## src/rtl/bup_pkg.sv

```systemverilog
// Shared types, codes and helpers for the bitmap update parser.
// Used by the parse step, the result queue and the top level.
`timescale 1ns / 1ps

package bup_pkg;

  // Result kinds.
  localparam logic [1:0] EV_HEADER = 2'd0;
  localparam logic [1:0] EV_BODY   = 2'd1;
  localparam logic [1:0] EV_DONE   = 2'd2;
  localparam logic [1:0] EV_ERROR  = 2'd3;

  // Error codes.
  localparam logic [1:0] ERR_TYPE     = 2'd0;
  localparam logic [1:0] ERR_LENGTH   = 2'd1;
  localparam logic [1:0] ERR_TRUNC    = 2'd2;
  localparam logic [1:0] ERR_TRAILING = 2'd3;

  // Header word indexes that get special handling.
  localparam logic [3:0] FIELD_NONE      = 4'd0;
  localparam logic [3:0] FIELD_FLAGS     = 4'd7;
  localparam logic [3:0] FIELD_LENGTH    = 4'd8;
  localparam logic [3:0] FIELD_BODY_SIZE = 4'd9;

  // Compression header layout: eight bytes, body size in bytes two and three.
  localparam logic [2:0]  COMP_SIZE_LO  = 3'd2;
  localparam logic [2:0]  COMP_SIZE_HI  = 3'd3;
  localparam logic [2:0]  COMP_LAST     = 3'd7;
  localparam logic [16:0] COMP_HDR_BYTES = 17'd8;

  // Configuration register indexes.
  localparam logic [1:0] CFG_BITMAP_TYPE = 2'd0;
  localparam logic [1:0] CFG_COMP_MASK   = 2'd1;
  localparam logic [1:0] CFG_NOHDR_MASK  = 2'd2;

  localparam logic [15:0] BITMAP_TYPE_RESET = 16'd1;
  localparam logic [15:0] COMP_MASK_RESET   = 16'd1;
  localparam logic [15:0] NOHDR_MASK_RESET  = 16'd1024;

  typedef struct packed {
    logic [15:0] bitmap_type_code;
    logic [15:0] compressed_flag_mask;
    logic [15:0] no_header_flag_mask;
  } cfg_t;

  typedef struct packed {
    logic [1:0]  event_kind;
    logic [3:0]  field_index;
    logic [15:0] field_value;
    logic [15:0] rect_number;
    logic [1:0]  error_code;
    logic        rect_end;
    logic        run_last;
  } result_t;

  // Up to two results produced by one input beat, in delivery order.
  typedef struct packed {
    logic [1:0] count;
    result_t    first;
    result_t    second;
  } push_t;

  function automatic result_t make_result(logic [1:0] kind, logic [3:0] idx,
                                          logic [15:0] value, logic [15:0] rect,
                                          logic [1:0] err, logic rend);
    result_t r;
    r.event_kind  = kind;
    r.field_index = idx;
    r.field_value = value;
    r.rect_number = rect;
    r.error_code  = err;
    r.rect_end    = rend;
    r.run_last    = 1'b0;
    return r;
  endfunction

endpackage

```

## src/rtl/bup_stream_if.sv

```systemverilog
// Valid/ready channels of the bitmap update parser: message bytes in,
// parse results out. Depends on nothing else.
`timescale 1ns / 1ps

interface bup_byte_if;
  logic       valid;
  logic       ready;
  logic [7:0] data_byte;
  logic       final_byte;

  modport source (output valid, output data_byte, output final_byte, input ready);
  modport sink (input valid, input data_byte, input final_byte, output ready);
endinterface

interface bup_result_if;
  logic        valid;
  logic        ready;
  logic [1:0]  event_kind;
  logic [3:0]  field_index;
  logic [15:0] field_value;
  logic [15:0] rect_number;
  logic [1:0]  error_code;
  logic        rect_end;
  logic        run_last;

  modport source (output valid, output event_kind, output field_index,
                  output field_value, output rect_number, output error_code,
                  output rect_end, output run_last, input ready);
  modport sink (input valid, input event_kind, input field_index,
                input field_value, input rect_number, input error_code,
                input rect_end, input run_last, output ready);
endinterface

```

## src/rtl/bitmap_update_parser_core.sv

```systemverilog
// Bitmap update message parser: byte stream in, header words, body bytes and
// status out. A byte is registered on arrival and parsed once the result
// queue has room; its results pass through a small queue to the output port.
// One byte is taken every cycle while the queue has room. Each byte gives at
// most one result, except the last byte of a message, which gives up to two;
// the output port hands out one result per cycle while the receiver is ready,
// so only a last byte can push results in faster than they leave. The input
// stalls only when the result queue has fewer than two free slots.
// Depends on bup_pkg, bup_stream_if, bup_parse_step and bup_result_fifo.
`timescale 1ns / 1ps

module bitmap_update_parser_core #(
  parameter int unsigned RESULT_DEPTH = 4
) (
  input  logic          clk,
  input  logic          rst,
  bup_byte_if.sink      byte_in,
  bup_result_if.source  result_out,
  input  logic          cfg_we,
  input  logic [1:0]    cfg_index,
  input  logic [15:0]   cfg_data
);
  import bup_pkg::*;

  cfg_t             cfg;
  logic             hold_valid;
  logic [7:0]       hold_byte;
  logic             hold_final;
  logic             room;
  logic             step_en;
  logic             in_fire;
  push_t            push;
  result_t          out_data;

  assign step_en         = hold_valid && room;
  assign byte_in.ready   = !hold_valid || room;
  assign in_fire         = byte_in.valid && byte_in.ready;

  // Configuration registers.
  always_ff @(posedge clk) begin
    if (rst) begin
      cfg.bitmap_type_code     <= BITMAP_TYPE_RESET;
      cfg.compressed_flag_mask <= COMP_MASK_RESET;
      cfg.no_header_flag_mask  <= NOHDR_MASK_RESET;
    end else if (cfg_we) begin
      case (cfg_index)
        CFG_BITMAP_TYPE: cfg.bitmap_type_code     <= cfg_data;
        CFG_COMP_MASK:   cfg.compressed_flag_mask <= cfg_data;
        CFG_NOHDR_MASK:  cfg.no_header_flag_mask  <= cfg_data;
        default: ;
      endcase
    end
  end

  // Input register: holds one beat until the parse step takes it.
  always_ff @(posedge clk) begin
    if (rst) begin
      hold_valid <= 1'b0;
    end else if (in_fire) begin
      hold_valid <= 1'b1;
    end else if (step_en) begin
      hold_valid <= 1'b0;
    end
  end

  always_ff @(posedge clk) begin
    if (in_fire) begin
      hold_byte  <= byte_in.data_byte;
      hold_final <= byte_in.final_byte;
    end
  end

  bup_parse_step u_step (
    .clk        (clk),
    .rst        (rst),
    .cfg        (cfg),
    .step_en    (step_en),
    .data_byte  (hold_byte),
    .final_byte (hold_final),
    .push       (push)
  );

  bup_result_fifo #(
    .DEPTH (RESULT_DEPTH)
  ) u_fifo (
    .clk       (clk),
    .rst       (rst),
    .push      (push),
    .room      (room),
    .out_valid (result_out.valid),
    .out_ready (result_out.ready),
    .out_data  (out_data)
  );

  assign result_out.event_kind  = out_data.event_kind;
  assign result_out.field_index = out_data.field_index;
  assign result_out.field_value = out_data.field_value;
  assign result_out.rect_number = out_data.rect_number;
  assign result_out.error_code  = out_data.error_code;
  assign result_out.rect_end    = out_data.rect_end;
  assign result_out.run_last    = out_data.run_last;

endmodule

```

## src/rtl/bup_parse_step.sv

```systemverilog
// Message parse state and the per-byte step logic of the bitmap update parser.
// Depends on bup_pkg for configuration, result and push types.
`timescale 1ns / 1ps

module bup_parse_step (
  input  logic          clk,
  input  logic          rst,
  input  bup_pkg::cfg_t cfg,
  input  logic          step_en,
  input  logic [7:0]    data_byte,
  input  logic          final_byte,
  output bup_pkg::push_t push
);
  import bup_pkg::*;

  typedef enum logic [2:0] {
    PH_TYPE,
    PH_COUNT,
    PH_HDR,
    PH_COMP,
    PH_BODY,
    PH_END
  } phase_t;

  phase_t      phase, phase_next;
  logic [3:0]  hdr_index, hdr_index_next;
  logic [2:0]  word_byte_position, word_byte_position_next;
  logic [7:0]  low_byte_hold, low_byte_hold_next;
  logic [15:0] rects_total, rects_total_next;
  logic [15:0] rect_counter, rect_counter_next;
  logic [15:0] current_flags, current_flags_next;
  logic [15:0] stated_length, stated_length_next;
  logic [15:0] body_left, body_left_next;
  logic        error_hold, error_hold_next;

  logic [15:0] word;
  logic [15:0] rect_inc;
  logic [15:0] body_dec;
  logic        has_comp_header;
  logic        len_ok;

  assign word     = {data_byte, low_byte_hold};
  assign rect_inc = rect_counter + 16'd1;
  assign body_dec = body_left - 16'd1;
  assign has_comp_header = ((current_flags & cfg.compressed_flag_mask) != 16'd0) &&
                           ((current_flags & cfg.no_header_flag_mask) == 16'd0);
  assign len_ok = ({1'b0, stated_length} == ({1'b0, body_left} + COMP_HDR_BYTES)) ||
                  (stated_length == body_left);

  // Step logic: the action of the current phase, then the end-of-message mark.
  always_comb begin
    logic    p_valid;
    logic    f_valid;
    logic    err;
    logic    finish;
    result_t p;
    result_t f;

    p_valid = 1'b0;
    f_valid = 1'b0;
    err     = 1'b0;
    finish  = 1'b0;
    p       = make_result(EV_HEADER, FIELD_NONE, 16'd0, rect_counter, ERR_TYPE, 1'b0);
    f       = p;

    phase_next              = phase;
    hdr_index_next          = hdr_index;
    word_byte_position_next = word_byte_position;
    low_byte_hold_next      = low_byte_hold;
    rects_total_next        = rects_total;
    rect_counter_next       = rect_counter;
    current_flags_next      = current_flags;
    stated_length_next      = stated_length;
    body_left_next          = body_left;
    error_hold_next         = error_hold;

    if (!error_hold) begin
      case (phase)
        PH_TYPE: begin
          if (!word_byte_position[0]) begin
            low_byte_hold_next      = data_byte;
            word_byte_position_next = 3'd1;
          end else begin
            word_byte_position_next = 3'd0;
            if (word != cfg.bitmap_type_code) begin
              p_valid = 1'b1;
              p = make_result(EV_ERROR, FIELD_NONE, 16'd0, rect_counter, ERR_TYPE, 1'b0);
              err = 1'b1;
            end else begin
              phase_next = PH_COUNT;
            end
          end
        end
        PH_COUNT: begin
          if (!word_byte_position[0]) begin
            low_byte_hold_next      = data_byte;
            word_byte_position_next = 3'd1;
          end else begin
            word_byte_position_next = 3'd0;
            rects_total_next        = word;
            rect_counter_next       = 16'd0;
            hdr_index_next          = 4'd0;
            phase_next              = (word == 16'd0) ? PH_END : PH_HDR;
          end
        end
        PH_HDR: begin
          if (!word_byte_position[0]) begin
            low_byte_hold_next      = data_byte;
            word_byte_position_next = 3'd1;
          end else begin
            word_byte_position_next = 3'd0;
            p_valid = 1'b1;
            if (hdr_index < FIELD_LENGTH) begin
              if (hdr_index == FIELD_FLAGS) begin
                current_flags_next = word;
              end
              p = make_result(EV_HEADER, hdr_index, word, rect_counter, ERR_TYPE, 1'b0);
              hdr_index_next = hdr_index + 4'd1;
            end else begin
              stated_length_next = word;
              if (has_comp_header) begin
                p = make_result(EV_HEADER, FIELD_LENGTH, word, rect_counter,
                                ERR_TYPE, 1'b0);
                phase_next = PH_COMP;
              end else if (word == 16'd0) begin
                p = make_result(EV_HEADER, FIELD_LENGTH, word, rect_counter,
                                ERR_TYPE, 1'b1);
                finish = 1'b1;
              end else begin
                p = make_result(EV_HEADER, FIELD_LENGTH, word, rect_counter,
                                ERR_TYPE, 1'b0);
                body_left_next = word;
                phase_next     = PH_BODY;
              end
            end
          end
        end
        PH_COMP: begin
          if (word_byte_position == COMP_SIZE_LO) begin
            low_byte_hold_next = data_byte;
          end else if (word_byte_position == COMP_SIZE_HI) begin
            body_left_next = word;
          end
          if (word_byte_position == COMP_LAST) begin
            word_byte_position_next = 3'd0;
            p_valid = 1'b1;
            if (!len_ok) begin
              p = make_result(EV_ERROR, FIELD_NONE, 16'd0, rect_counter, ERR_LENGTH, 1'b0);
              err = 1'b1;
            end else if (body_left == 16'd0) begin
              p = make_result(EV_HEADER, FIELD_BODY_SIZE, 16'd0, rect_counter,
                              ERR_TYPE, 1'b1);
              finish = 1'b1;
            end else begin
              p = make_result(EV_HEADER, FIELD_BODY_SIZE, body_left, rect_counter,
                              ERR_TYPE, 1'b0);
              phase_next = PH_BODY;
            end
          end else begin
            word_byte_position_next = word_byte_position + 3'd1;
          end
        end
        PH_BODY: begin
          body_left_next = body_dec;
          p_valid = 1'b1;
          p = make_result(EV_BODY, FIELD_NONE, {8'd0, data_byte}, rect_counter, ERR_TYPE,
                          body_dec == 16'd0);
          finish = (body_dec == 16'd0);
        end
        default: begin
          // A byte after a complete message is trailing.
          p_valid = 1'b1;
          p = make_result(EV_ERROR, FIELD_NONE, 16'd0, rect_counter, ERR_TRAILING, 1'b0);
          err = 1'b1;
        end
      endcase

      // Close the rectangle and move to the next one or to the end.
      if (finish) begin
        rect_counter_next = rect_inc;
        hdr_index_next    = 4'd0;
        phase_next        = (rect_inc == rects_total) ? PH_END : PH_HDR;
      end

      // The last byte reports done or truncation unless it or an earlier byte of the message raised an error.
      if (final_byte && !err) begin
        f_valid = 1'b1;
        if (phase_next == PH_END) begin
          f = make_result(EV_DONE, FIELD_NONE, 16'd0, rect_counter_next, ERR_TYPE, 1'b0);
        end else begin
          f = make_result(EV_ERROR, FIELD_NONE, 16'd0, rect_counter_next, ERR_TRUNC, 1'b0);
        end
      end else if (err && !final_byte) begin
        error_hold_next = 1'b1;
      end
    end

    // The last byte always starts a new message.
    if (final_byte) begin
      phase_next              = PH_TYPE;
      hdr_index_next          = 4'd0;
      word_byte_position_next = 3'd0;
      low_byte_hold_next      = 8'd0;
      rects_total_next        = 16'd0;
      rect_counter_next       = 16'd0;
      current_flags_next      = 16'd0;
      stated_length_next      = 16'd0;
      body_left_next          = 16'd0;
      error_hold_next         = 1'b0;
    end

    // Pack the results in order and mark the last one of the beat.
    f.run_last = 1'b1;
    if (p_valid && f_valid) begin
      push.count  = 2'd2;
      push.first  = p;
      push.second = f;
    end else if (p_valid) begin
      p.run_last  = 1'b1;
      push.count  = 2'd1;
      push.first  = p;
      push.second = p;
    end else if (f_valid) begin
      push.count  = 2'd1;
      push.first  = f;
      push.second = f;
    end else begin
      push.count  = 2'd0;
      push.first  = p;
      push.second = f;
    end
    if (!step_en) begin
      push.count = 2'd0;
    end
  end

  // Parse state registers.
  always_ff @(posedge clk) begin
    if (rst) begin
      phase              <= PH_TYPE;
      hdr_index          <= 4'd0;
      word_byte_position <= 3'd0;
      low_byte_hold      <= 8'd0;
      rects_total        <= 16'd0;
      rect_counter       <= 16'd0;
      current_flags      <= 16'd0;
      stated_length      <= 16'd0;
      body_left          <= 16'd0;
      error_hold         <= 1'b0;
    end else if (step_en) begin
      phase              <= phase_next;
      hdr_index          <= hdr_index_next;
      word_byte_position <= word_byte_position_next;
      low_byte_hold      <= low_byte_hold_next;
      rects_total        <= rects_total_next;
      rect_counter       <= rect_counter_next;
      current_flags      <= current_flags_next;
      stated_length      <= stated_length_next;
      body_left          <= body_left_next;
      error_hold         <= error_hold_next;
    end
  end

endmodule

```

## src/rtl/bup_result_fifo.sv

```systemverilog
// Result queue of the bitmap update parser: takes up to two results a cycle
// and delivers one a cycle while out_ready is high. Depends on bup_pkg for the result and push types.
`timescale 1ns / 1ps

module bup_result_fifo #(
  parameter int unsigned DEPTH = 4
) (
  input  logic             clk,
  input  logic             rst,
  input  bup_pkg::push_t   push,
  output logic             room,
  output logic             out_valid,
  input  logic             out_ready,
  output bup_pkg::result_t out_data
);
  import bup_pkg::*;

  localparam int unsigned PW = (DEPTH > 1) ? $clog2(DEPTH) : 1;
  localparam int unsigned CW = $clog2(DEPTH + 1);
  localparam logic [PW-1:0] LAST_SLOT  = PW'(DEPTH - 1);
  localparam logic [CW-1:0] ROOM_LIMIT = CW'(DEPTH - 2);

  result_t       slots [DEPTH];
  logic [PW-1:0] head, head_next;
  logic [PW-1:0] tail, tail_next;
  logic [PW-1:0] tail_plus1;
  logic [PW-1:0] tail_plus2;
  logic [CW-1:0] count, count_next;
  logic          pop;

  assign out_valid = (count != '0);
  assign out_data  = slots[head];
  assign pop       = out_valid && out_ready;
  assign room      = (count <= ROOM_LIMIT);

  // Pointer arithmetic with wrap at the queue depth.
  always_comb begin
    tail_plus1 = (tail == LAST_SLOT) ? '0 : tail + PW'(1);
    tail_plus2 = (tail_plus1 == LAST_SLOT) ? '0 : tail_plus1 + PW'(1);
    head_next  = pop ? ((head == LAST_SLOT) ? '0 : head + PW'(1)) : head;
    case (push.count)
      2'd1:    tail_next = tail_plus1;
      2'd2:    tail_next = tail_plus2;
      default: tail_next = tail;
    endcase
    count_next = count + CW'(push.count) - CW'(pop);
  end

  // Result storage.
  always_ff @(posedge clk) begin
    if (push.count != 2'd0) begin
      slots[tail] <= push.first;
    end
    if (push.count == 2'd2) begin
      slots[tail_plus1] <= push.second;
    end
  end

  // Queue control.
  always_ff @(posedge clk) begin
    if (rst) begin
      head  <= '0;
      tail  <= '0;
      count <= '0;
    end else begin
      head  <= head_next;
      tail  <= tail_next;
      count <= count_next;
    end
  end

endmodule

```

## src/flat_wrapper.sv

```systemverilog
// flat-port wrapper written by rule: the top's interface ports become plain ports
module bitmap_update_parser_core_flat import bup_pkg::*;
#(
  parameter int unsigned RESULT_DEPTH = 4
)
  (clk, rst, cfg_we, cfg_index, cfg_data, byte_in_valid, byte_in_data_byte, byte_in_final_byte, byte_in_ready, result_out_valid, result_out_event_kind, result_out_field_index, result_out_field_value, result_out_rect_number, result_out_error_code, result_out_rect_end, result_out_run_last, result_out_ready);
  bup_byte_if byte_in_i ();
  bup_result_if result_out_i ();
  input  logic clk;
  input  logic rst;
  input  logic cfg_we;
  input  logic [1:0] cfg_index;
  input  logic [15:0] cfg_data;
  input wire logic [$bits(byte_in_i.valid)-1:0] byte_in_valid;
  input wire logic [$bits(byte_in_i.data_byte)-1:0] byte_in_data_byte;
  input wire logic [$bits(byte_in_i.final_byte)-1:0] byte_in_final_byte;
  output wire logic [$bits(byte_in_i.ready)-1:0] byte_in_ready;
  output wire logic [$bits(result_out_i.valid)-1:0] result_out_valid;
  output wire logic [$bits(result_out_i.event_kind)-1:0] result_out_event_kind;
  output wire logic [$bits(result_out_i.field_index)-1:0] result_out_field_index;
  output wire logic [$bits(result_out_i.field_value)-1:0] result_out_field_value;
  output wire logic [$bits(result_out_i.rect_number)-1:0] result_out_rect_number;
  output wire logic [$bits(result_out_i.error_code)-1:0] result_out_error_code;
  output wire logic [$bits(result_out_i.rect_end)-1:0] result_out_rect_end;
  output wire logic [$bits(result_out_i.run_last)-1:0] result_out_run_last;
  input wire logic [$bits(result_out_i.ready)-1:0] result_out_ready;
  assign byte_in_i.valid = byte_in_valid;
  assign byte_in_i.data_byte = byte_in_data_byte;
  assign byte_in_i.final_byte = byte_in_final_byte;
  assign byte_in_ready = byte_in_i.ready;
  assign result_out_valid = result_out_i.valid;
  assign result_out_event_kind = result_out_i.event_kind;
  assign result_out_field_index = result_out_i.field_index;
  assign result_out_field_value = result_out_i.field_value;
  assign result_out_rect_number = result_out_i.rect_number;
  assign result_out_error_code = result_out_i.error_code;
  assign result_out_rect_end = result_out_i.rect_end;
  assign result_out_run_last = result_out_i.run_last;
  assign result_out_i.ready = result_out_ready;
  bitmap_update_parser_core #(.RESULT_DEPTH(RESULT_DEPTH)) u_core (.clk(clk), .rst(rst), .byte_in(byte_in_i), .result_out(result_out_i), .cfg_we(cfg_we), .cfg_index(cfg_index), .cfg_data(cfg_data));
endmodule
```

## config.mk

```make
export PLATFORM = sky130hd
export DESIGN_NAME = bitmap_update_parser_core_flat
export DESIGN_NICKNAME = d
export VERILOG_FILES = /design/src/rtl/bup_pkg.sv /design/src/rtl/bup_stream_if.sv /design/src/rtl/bitmap_update_parser_core.sv /design/src/rtl/bup_parse_step.sv /design/src/rtl/bup_result_fifo.sv /design/src/flat_wrapper.sv
export SDC_FILE = /design/constraint.sdc
export NUM_CORES = 1
export LEC_CHECK = 0
export BUFFER_PORTS_ARGS = -buffer_cell sky130_fd_sc_hd__buf_4
export CAP_MARGIN = 5
export CORE_ASPECT_RATIO = 1.4
export CORE_MARGIN = 2
export CORE_UTILIZATION = 46
export CTS_BUF_LIST = sky130_fd_sc_hd__clkbuf_16
export DETAILED_ROUTE_END_ITERATION = 8
export PLACE_DENSITY = 0.71
export SYNTH_ARGS = -nofsm -noshare
export SYNTH_HDL_FRONTEND = slang
export SYNTH_SLANG_ARGS = --single-unit
```

## constraint.sdc

```tcl
create_clock -name clk -period 9.7 [get_ports clk]
set_input_delay 0.485 -clock clk [delete_from_list [all_inputs] [get_ports clk]]
set_output_delay 0.485 -clock clk [all_outputs]
set_load 0.02 [all_outputs]
```

==> summary.md <==
| Metric | Value |
|---|---|
| Drt drc | `6` |
| Slew margin rel. | `between 10% and 20%` |
| Max Freq | `between 150 and 200 MHz` |
| # rows | `between 80 and 90` |
| Largest net degree at the start of global routing | `87` |
| Port Buf Inserts | `75` |
| Outcome | `finished, violations left` |
| Top FF cell, synth | `edfxtp_1` |
| Dpl cell area | `18,000 um^2` |
| Mapped cell area | `17,200 um^2` |
| Worst setup path endpoint | `u_core.u_fifo.slots[3][16]` |
| Avg Inst Size Synth | `9.48 um^2` |
| HPWL Detailed | `approximately 36 mm` |
| Initial antenna violation count | `0` |
| Share of cells above drive strength 1 | `11.7%` |
| Crit. End Element | `flop` |
| WHS | `about 0.14 ns` |
| Synth Instances | `1,816` |
| R2R Path End | `u_core.u_fifo.slots[3][16]` |
| R2R setup slack | `3.94 ns` |
| Post-CTS sizing | `0` |
| Clock buffer count from CTS | `35` |
| Post-route cell area | `19,100 um^2` |
| Setup TNS | `0 ns` |
| CP startpoint | `u_core.u_step.body_left[3]` |
| Drt wl/cell | `22.1 um` |
| Setup Skew | `between 0.015 and 0.02 ns` |
| Drt first pass iters | `7` |
| Grt ovf | `0` |
| Period minus WS final | `between 5 and 6 ns` |
| Final Max Slew Viols | `0` |
| Global-route wire length before repair | `roughly 79 mm` |
| Metal2 WL | `approximately 26 mm` |
| Die height | `233 um` |
| Net count reported at finish | `roughly 1,900` |
| Ant. Diodes | `0` |
| Slew @ Worst Pin | `~1.3 ns` |
| Synthesis Warnings | `0` |
| Vias post-DR | `~14,000` |
| PD cells | `around 180 nW/um^2` |
| Worst reg2reg path depth | `17` |
| Crit share post-route | `around three fifths` |
| Uppermost layer routed | `met4` |
| Final count of hold timing violations | `0` |
| Drt total wl | `between 50 and 60 mm` |
| Layout area overhead | `10.7%` |
| Routed Antenna Nets | `0` |
| WL met3 | `around 3.1 mm` |
| Critical path data required time | `slightly above 10 ns` |
| Die area | `39,000 um^2` |
| CORE AREA | `between 30,000 and 40,000 um^2` |
| Avg Vias per Cell | `between 6 and 7` |
| Violated checks | `DRC` |
| Root buffer cell | `clkbuf_16` |
| Max Fanout on Critical Path | `13` |
| # IOs | `between 70 and 80` |
| Max-cap violations | `0` |
| VDD IR max | `135 uV` |
| Setup CP Type | `flop to flop` |
| Setup Buffers After CTS | `0` |
| Overall global routing resource usage | `approximately a quarter` |
| Sequential area share after synthesis | `about half` |
| Worst skew pair latency | `approximately 0.54 ns` |
| Final setup fails | `0` |
| Vias in the first global route | `13,900` |
| Asr flop ratio synth | `0%` |
| Pleak | `between 6 and 7 nW` |
| Mapped Nets | `between 1,500 and 2,000` |
| Met1 wire length | `19.6 mm` |
| Drt first-iter violations | `~1,400` |
| Fill cells | `around 3,400` |
| Clock buffer depth | `3` |
| Reg clk slew, reported paths | `around 0.06 ns` |
| TritonCTS clock tree | `done` |
| RSZ-0062 raised after global routing | `false` |
| Origin of the critical flop-to-flop path | `u_core.u_step.body_left[3]` |
| Routability cong. | `0.908` |
| Initial core utilization | `about 47%` |
| Worst Path Arrival | `6.15 ns` |
| Synth unique cells | `80` |
| Clock sinks | `approximately 330` |
| Post-synth EDFFs | `about 170` |
| Post-synthesis register bit count | `around 330` |
| H-tree depth | `2` |
| Worst Hold Class | `primary input to flop` |
| CTS Hold Bufs | `0` |
| Die X | `168 um` |
| Critical path startpoint category | `flop` |
critical path, cell delays in order, from the launching register on:
cell and delay [ns]:
dfxtp_1 0.56, ha_1 0.28, nand4_1 0.21, xnor2_1 0.19
o211a_1 0.13, o2111ai_1 0.38, nor3_2 0.11, o2111ai_1 0.42
inv_1 0.10, ha_1 0.40, nand2_1 0.13, ha_1 0.34
and2_1 0.28, nor3b_1 0.50, nor2_1 0.18, o221ai_1 1.03
o21bai_1 0.24, o2bb2ai_1 0.13
cells in the mapped netlist (all sizes together), types with 21 or more instances:
| library cell | n | area share [%] |
|---|---|---|
| nand2 | 254 | 5.5 |
| nor2 | 211 | 4.7 |
| edfxtp | 173 | 30 |
| dfxtp | 161 | 19 |
| a21oi | 132 | 3.9 |
| o21ai | 122 | 3.5 |
| clkbuf | 119 | 2.6 |
| a22oi | 69 | 3.0 |
| nor3 | 45 | 1.4 |
| mux4 | 42 | 5.5 |
| inv | 40 | 0.87 |
| xor2 | 37 | 1.9 |
| nand3 | 30 | 0.87 |
| xnor2 | 30 | 1.5 |
| buf | 23 | 0.72 |
| and2 | 22 | 0.80 |
| ha | 22 | 1.6 |
| o22ai | 21 | 0.76 |
kinds of logic (layout without fill, tap and decap cells):
logic type / count (synthesis) / count (layout) / synth area share (%)
buf+inv: 182 / 198 / 4.19
mux: 47 / 47 / 5.80
simple gates: 692 / 692 / 18.7
fa+ha+maj: 23 / 23 / 1.71
xor+xnor: 67 / 67 / 3.41
flops: 334 / 334 / 48.9
compound gates: 471 / 471 / 17.4
report_power, final:
group	total [W]	switching, W	internal [W]
logic	0.000590	0.000350	0.000240
registers	0.00159	0.0000507	0.00153
clock network	0.00130	0.000571	0.000734
total	0.00348	0.000971	0.00251
cells in the final DEF (no fill, tap or decap), types with 9 or more instances in the layout:
| master | instances |
|---|---|
| o211ai_1 | 10 |
| xnor2_1 | 30 |
| nand2b_1 | 16 |
| ha_1 | 22 |
| mux4_2 | 42 |
| and3_1 | 11 |
| nand3b_1 | 13 |
| inv_1 | 45 |
| a22o_1 | 16 |
| or3_1 | 10 |
| and2_1 | 22 |
| edfxtp_1 | 173 |
| o21ai_0 | 110 |
| nand4_1 | 17 |
| buf_4 | 95 |
| o2bb2ai_1 | 11 |
| dfxtp_1 | 159 |
| o22ai_1 | 21 |
| o32ai_1 | 10 |
| a22oi_1 | 69 |
| a31oi_1 | 12 |
| nor3b_1 | 9 |
| o21ai_1 | 12 |
| nand3_1 | 30 |
| nor2_1 | 208 |
| nor2b_1 | 10 |
| xor2_1 | 37 |
| nor4_1 | 12 |
| clkbuf_16 | 36 |
| nor3_1 | 42 |
| a21oi_1 | 130 |
| nand2_1 | 254 |
state kept, by name, summed over array words and instances (netlist names), named ones only:
name and cells:
u_core.cfg 48, u_core.hold_byte 8, u_core.hold_final 1, u_core.hold_valid 1, u_core.u_fifo.count 3, u_core.u_fifo.head 2, u_core.u_fifo.slots 168, u_core.u_fifo.tail 2
u_core.u_step.body_left 16, u_core.u_step.current_flags 16, u_core.u_step.error_hold 1, u_core.u_step.hdr_index 4, u_core.u_step.low_byte_hold 8, u_core.u_step.phase 3, u_core.u_step.rect_counter 16, u_core.u_step.rects_total 16
u_core.u_step.stated_length 16, u_core.u_step.word_byte_position 3
stage by stage:
step | instances | util (%) | total power, W | setup WS [ns]
6_report | 2299 | 51.8 | 0.00348 | 3.94
5_1_grt | 2299 | 51.8 | 0.00360 | 3.53
4_1_cts | 2299 | 51.8 | 0.00351 | 4.06
3_5_place_dp | 2236 | 48.8 | 0.00221 | 4.09
3_3_place_gp | 2236 | 48.8 | 0.00221 | 4.25
2_1_floorplan | 1816 | - | 0.00200 | 4.90
area by class of cell:
cell class	instances	area, um^2	area share [%]
Tap cell	467	584	3.07
Timing Repair Buffer	95	713	3.74
Clock inverter	27	204	1.07
Sequential cell	334	8420	44.2
Inverter	40	150	0.788
Clock buffer	36	901	4.73
Multi-Input combinational cell	1300	8090	42.4
routing by layer:
layer,track usage [%],up-vias
met3,3.04,148
met2,46.4,604
met4,11.8,0
met5,0,-
met1,31.7,6769
li1,-,6599
worst min path at each step:
| stage | startpoint | end | slack (ns) | depth (start not counted) |
|---|---|---|---|---|
| after floorplan | u_core.cfg[11] | u_core.cfg[11] | 0.44 | 2 |
| after global placement | u_core.cfg[19] | u_core.cfg[19] | 0.44 | 2 |
| after detailed placement | u_core.cfg[30] | u_core.cfg[30] | 0.45 | 2 |
| after CTS | byte_in_data_byte[1] | u_core.hold_byte[1] | 0.12 | 1 |
| after global routing | byte_in_data_byte[1] | u_core.hold_byte[1] | 0.12 | 1 |
| final | byte_in_data_byte[1] | u_core.hold_byte[1] | 0.14 | 1 |
Power figures use the tool's default switching activity.
